File: config.mk
export PLATFORM = sky130hd
export DESIGN_NAME = bsis_out_queue
export DESIGN_NICKNAME = d
export VERILOG_FILES = /design/src/bsis_pkg.sv /design/src/bsis_out_queue.sv
export SDC_FILE = /design/constraint.sdc
export NUM_CORES = 1
export LEC_CHECK = 0
export BUFFER_PORTS_ARGS = -buffer_cell sky130_fd_sc_hd__buf_2
export CAP_MARGIN = 0
export CORE_UTILIZATION = 50
export DETAILED_ROUTE_END_ITERATION = 10
export GPL_TIMING_DRIVEN = 0
export PLACE_DENSITY = 0.83
export SLEW_MARGIN = 20
export SYNTH_ARGS = -nofsm -noshare
export SYNTH_HDL_FRONTEND = slang
export SYNTH_SLANG_ARGS = --single-unit
File: constraint.sdc
create_clock -name clock -period 7.7 [get_ports clock]
set_input_delay 1.54 -clock clock [delete_from_list [all_inputs] [get_ports clock]]
set_output_delay 1.54 -clock clock [all_outputs]
set_load 0.02 [all_outputs]
File: src/bsis_pkg.sv
`timescale 1ns / 1ps
// Shared types, codes and sizes for the source-to-instruction compiler.
// No dependencies; every other file in src imports this package.
package bsis_pkg;

   localparam int MAX_PROGRAM = 65536;
   localparam int MAX_NESTING = 256;
   localparam int COUNT_W     = $clog2(MAX_PROGRAM + 1);
   localparam int LEVEL_W     = $clog2(MAX_NESTING + 1);
   localparam int RES_MAX     = 3;

   localparam logic [7:0] CH_PLUS  = 8'h2B;
   localparam logic [7:0] CH_MINUS = 8'h2D;
   localparam logic [7:0] CH_LESS  = 8'h3C;
   localparam logic [7:0] CH_MORE  = 8'h3E;
   localparam logic [7:0] CH_DOT   = 8'h2E;
   localparam logic [7:0] CH_COMMA = 8'h2C;
   localparam logic [7:0] CH_OPEN  = 8'h5B;
   localparam logic [7:0] CH_CLOSE = 8'h5D;

   typedef enum logic [2:0] {
      KIND_ADDVAL = 3'd0,
      KIND_ADDPTR = 3'd1,
      KIND_INPUT  = 3'd2,
      KIND_OUTPUT = 3'd3,
      KIND_BRZERO = 3'd4,
      KIND_BRNZ   = 3'd5,
      KIND_PATCH  = 3'd6,
      KIND_DONE   = 3'd7
   } kind_type;

   typedef enum logic [2:0] {
      STAT_OK              = 3'd0,
      STAT_UNMATCHED_CLOSE = 3'd1,
      STAT_UNMATCHED_OPEN  = 3'd2,
      STAT_TOO_LONG        = 3'd3,
      STAT_TOO_DEEP        = 3'd4
   } stat_type;

   typedef enum logic [1:0] {
      RUN_NONE    = 2'd0,
      RUN_VALUE   = 2'd1,
      RUN_POINTER = 2'd2
   } run_type;

   typedef struct packed {
      logic [7:0] source_char;
      logic       end_of_text;
   } req_type;

   typedef struct packed {
      logic [2:0]         kind;
      logic [15:0]        instr_index;
      logic [7:0]         value_amount;
      logic signed [15:0] pointer_amount;
      logic [15:0]        branch_target;
      logic [2:0]         status;
      logic               last_of_run;
   } rsp_type;

   // All result beats caused by one source beat.
   typedef struct packed {
      logic [1:0]            n_res;
      rsp_type [RES_MAX-1:0] res;
   } bnd_type;

   // Shift control shared by every stack cell.
   typedef struct packed {
      logic push;
      logic pop;
   } stk_ctl_type;

endpackage

File: src/bsis_out_queue.sv
`timescale 1ns / 1ps
// Two-slot bundle queue that hands result beats out one per cycle while rsp_stall is low.
// Depends on bsis_pkg for the bundle and result types.
module bsis_out_queue
   import bsis_pkg::*;
(
   input  logic    clock,
   input  logic    reset,
   input  bnd_type in_bundle,
   input  logic    in_push,
   output logic    full,
   output logic    rsp_valid,
   input  logic    rsp_stall,
   output rsp_type rsp_payload
);

   bnd_type    head_ff,   head_in;
   bnd_type    wait_ff,   wait_in;
   logic       head_v_ff, head_v_in;
   logic       wait_v_ff, wait_v_in;
   logic [1:0] pos_ff,    pos_in;
   logic       fire, head_done, advance;

   always_comb begin
      fire      = head_v_ff && !rsp_stall;
      head_done = fire && (pos_ff == head_ff.n_res - 2'd1);
      advance   = !head_v_ff || head_done;

      head_in   = head_ff;
      wait_in   = wait_ff;
      head_v_in = head_v_ff;
      wait_v_in = wait_v_ff;
      pos_in    = pos_ff;
      if (advance) begin
         pos_in = 2'd0;
         if (wait_v_ff) begin
            head_in   = wait_ff;
            head_v_in = 1'b1;
            wait_v_in = 1'b0;
         end else begin
            head_in   = in_bundle;
            head_v_in = in_push;
         end
      end else begin
         if (fire) begin
            pos_in = pos_ff + 2'd1;
         end
         if (in_push) begin
            wait_in   = in_bundle;
            wait_v_in = 1'b1;
         end
      end
   end

   always_ff @(posedge clock) begin
      if (reset) begin
         head_v_ff <= 1'b0;
         wait_v_ff <= 1'b0;
         pos_ff    <= 2'd0;
      end else begin
         head_v_ff <= head_v_in;
         wait_v_ff <= wait_v_in;
         pos_ff    <= pos_in;
      end
   end

   always_ff @(posedge clock) begin
      head_ff <= head_in;
      wait_ff <= wait_in;
   end

   assign full        = wait_v_ff;
   assign rsp_valid   = head_v_ff;
   assign rsp_payload = head_ff.res[pos_ff];

endmodule

==> flow_summary_export.csv <==
group,metric,value,unit
power,seqPwrFrac,0.532,
global_routing,grt_pass1_wl,48100,um
floorplan,die_h,177,um
drt,drt-initial-drc-count,650,
floorplan,dieArea,0.0313,mm2
worst_setup_path,worstReg2RegEnd,"wait_ff[162]",
global_routing,grt_max_degree,57,
hold_path,hold_path.class,"register to register",
floorplan,num_rows,63,
place,placed_area,0.0173,mm2
logic_synthesis,yosysUniqueCellTypes,20,
clock_network,root_buffer,"clkbuf_16",
logic_synthesis,yosysTopAreaCell,"edfxtp_1",
place,dp_cells,1487,
drt,antenna_left,0,
power,static-leakage-power,0.00660,uW
layout,num-nets-final,1334,
worst_setup_path,start_kind,"register",
logic_synthesis,ys_seq_elements,386,
power,switching_share,0.221,
timing,slew-limit-headroom,0.530,
logic_synthesis,seq_area_frac_synth,0.756,
place,numPortBuffers,259,
global_routing,grt.total_usage,0.202,
global_routing,grt_overflow_total,0,
worst_setup_path,r2r-start,"head_ff[190]",
layout,multi_input_area,0.00352,mm2
timing,worst_clock_skew,0.0176,ns
timing,period_share,0.515,
logic_synthesis,synth_ff_type,"edfxtp_1",
logic_synthesis,syn-num-nets,1026,
floorplan,io_pins,260,
layout,area_growth,21.1,%
timing,grt_setup_unrepaired,"false",
timing,setup_ws,3.73,ns
place,pre_cts_ws,3.88,ns
power,powerDensity,258,mW/mm2
logic_synthesis,ys_async_sr_fraction,0,
clock_network,cts.repair.resized,0,
worst_setup_path,worstPathRequired,6.16,ns
layout,seq_area,0.0116,mm2
logic_synthesis,synth_top_cells_by_count,"edfxtp_1, mux2_2, mux2i_1, nand2_1, o21ai_0",
drt,vias_per_cell,5.36,
floorplan,die_width,177,um
global_routing,antenna_found_initial,8,
timing,min_period,3.97,ns
timing,worst_pin_slew,0.705,ns
worst_setup_path,r2r_slack,4.93,ns
worst_setup_path,critical_path.max_fanout,10,
worst_setup_path,end_kind,"output pin",
worst_setup_path,critPathKind,"register to output pin",
hold_path,min-delay-start,"wait_ff[161]",
clock_network,cts.path.max_buffers,3,
outcome,status,"completed",
drt,wl_per_cell,20.3,um
timing,finalHoldViolations,0,
drt,finalWirelength,31700,um
layout,layout-drive-gt1-share,0.475,
power,p_total,4780,uW
global_routing,grt_pass1_vias,8771,
logic_synthesis,synth.avg_cell_area,18.4,um2
power,vdd_drop_max,0.213,mV
power,power_switching,1060,uW
timing,setup_violations,0,
clock_network,cts_buffers,40,
layout,final_area,0.0185,mm2
clock_network,postCtsHoldBufs,0,
logic_synthesis,syn_area,0.0153,mm2
place,hpwl,20700,um
clock_network,clock-sinks,386,
clock_network,clk-insertion-delay-late,0.53,ns
power,p_int,3730,uW
drt,drtPass1Iterations,5,
power,p_clk_frac,0.384,
logic_synthesis,synth_top_area_share,0.750,
place,gp_congestion,0.764,
power,comb_power_share,0.084,
drt,via_count,8403,
floorplan,coreArea,0.0299,mm2
layout,nFillCells,2127,
timing,slew_violations,0,
worst_setup_path,r2r_cells,5,
clock_network,postCtsSetupBuffers,0,
hold_path,worst_hold_path.endpoint,"head_ff[161]",
logic_synthesis,synth_edf_count,382,
floorplan,start_util,0.512,
timing,fmax,252,MHz
clock_network,cts_max_level,2,
timing,hold-worst-slack,0.541,ns
layout,fin_cells,1567,
logic_synthesis,yosysWarnings,0,
clock_network,cts_tree,"yes",
clock_network,path_clk_slew,0.06,ns
logic_synthesis,syn_inst,831,
logic_synthesis,yosysMostFrequentCell,"edfxtp_1",
worst_setup_path,cp.arrival,2.43,ns
run,cap_violations,0,
logic_synthesis,ys_top_cells_by_area,"edfxtp_1, mux2_2, mux2i_1, o21ai_0, nand2_1",
hold_path,worstHoldPathCells,1,
drt,drc,0,
-- layer usage --
| metal | vias up | routed length, um | track usage |
|---|---|---|---|
| met1 | 4220 | 13200 | 0.259 |
| met4 | 4 | 561 | 0.0593 |
| met5 | - | 27 | 0 |
| met3 | 44 | 2070 | 0.0427 |
| li1 | 3864 | - | - |
| met2 | 271 | 15900 | 0.345 |
-- per-stage QoR --
| stage | setup TNS [ns] | utilization |
|---|---|---|
| after floorplan | 0 | - |
| after global placement | -678.87 | 0.571 |
| after detailed placement | 0 | 0.578 |
| after CTS | 0 | 0.619 |
| after global routing | 0 | 0.620 |
| final | 0 | 0.620 |
-- logic make-up (layout without fill, tap and decap cells) --
family,after synthesis,count (layout),synth area share
AOI/OAI and AO/OA,64,64,0.0211
xor gates and xnor gates,3,3,0.00172
buffers and inverters,44,384,0.0149
DFF,386,386,0.756
muxes,256,256,0.183
other,0,6,0
and+or+nand+nor,78,78,0.0234
-- cell usage in the layout, fill, tap and decap left out, types with 2 or more instances in the layout --
| cell type | netlist | layout |
|---|---|---|
| buf_12 | 0 | 2 |
| buf_2 | 32 | 291 |
| mux2_2 | 192 | 192 |
| xnor2_1 | 2 | 2 |
| diode_2 | 0 | 6 |
| edfxtp_1 | 382 | 382 |
| nand2_1 | 63 | 63 |
| nor4b_2 | 3 | 3 |
| nand2b_1 | 3 | 2 |
| dfxtp_1 | 4 | 4 |
| nor3_1 | 2 | 2 |
| nor3b_1 | 2 | 2 |
| clkinv_1 | 0 | 9 |
| inv_6 | 0 | 4 |
| clkinv_2 | 0 | 4 |
| nor2b_1 | 2 | 2 |
| bufinv_16 | 0 | 2 |
| clkinvlp_4 | 0 | 2 |
| buf_4 | 6 | 6 |
| clkbuf_1 | 6 | 16 |
| clkbuf_16 | 0 | 41 |
| mux2i_1 | 64 | 64 |
| o21ai_0 | 63 | 63 |
| clkinv_4 | 0 | 2 |
| buf_16 | 0 | 5 |
-- power groups by stage --
stage                     clock, uW  sequential, uW  combinational (uW)
final                          1840            2540                 404
after global routing           1950            2550                 436
after CTS                      1870            2540                 409
after detailed placement          0            2590                 406
after global placement            0            2620                 376
after floorplan                   0            2600                 232
-- worst max path at each step --
stage | from | end | slack [ns] | cells past startpoint
global route | pos_ff[1] | rsp_payload[9] | 3.48 | 7
detailed placement | rsp_stall | wait_ff[162] | 3.88 | 6
finish | pos_ff[1] | rsp_payload[9] | 3.73 | 7
CTS | pos_ff[1] | rsp_payload[9] | 3.67 | 7
global placement | rsp_stall | head_ff[170] | -1.85 | 4
floorplan | rsp_stall | head_ff[0] | 0.52 | 3
-- worst max-delay path, cell delays in order (launching register included) --
cell and delay (ns):
dfxtp_1 0.35, buf_2 0.32, nor2b_1 0.16, buf_2 0.31, buf_2 0.32, nand2_1 0.09, o21ai_0 0.12, buf_2 0.23
-- final cells by class --
cell class | instances | share of cell area
flip-flops and latches | 386 | 0.624
multi-input cells | 401 | 0.190
clock buffers | 51 | 0.0574
well taps | 390 | 0.0263
clock inverters | 23 | 0.00980
diodes | 6 | 0.000811
repair buffers | 266 | 0.0796
plain buffers | 44 | 0.0123
-- state kept, by name (all words and copies together) (netlist names) --
| signal | count |
|---|---|
| wait_ff | 191 |
| full | 1 |
| head_ff | 191 |
| pos_ff | 2 |
| rsp_valid | 1 |
(Power assumes the default switching activity.)
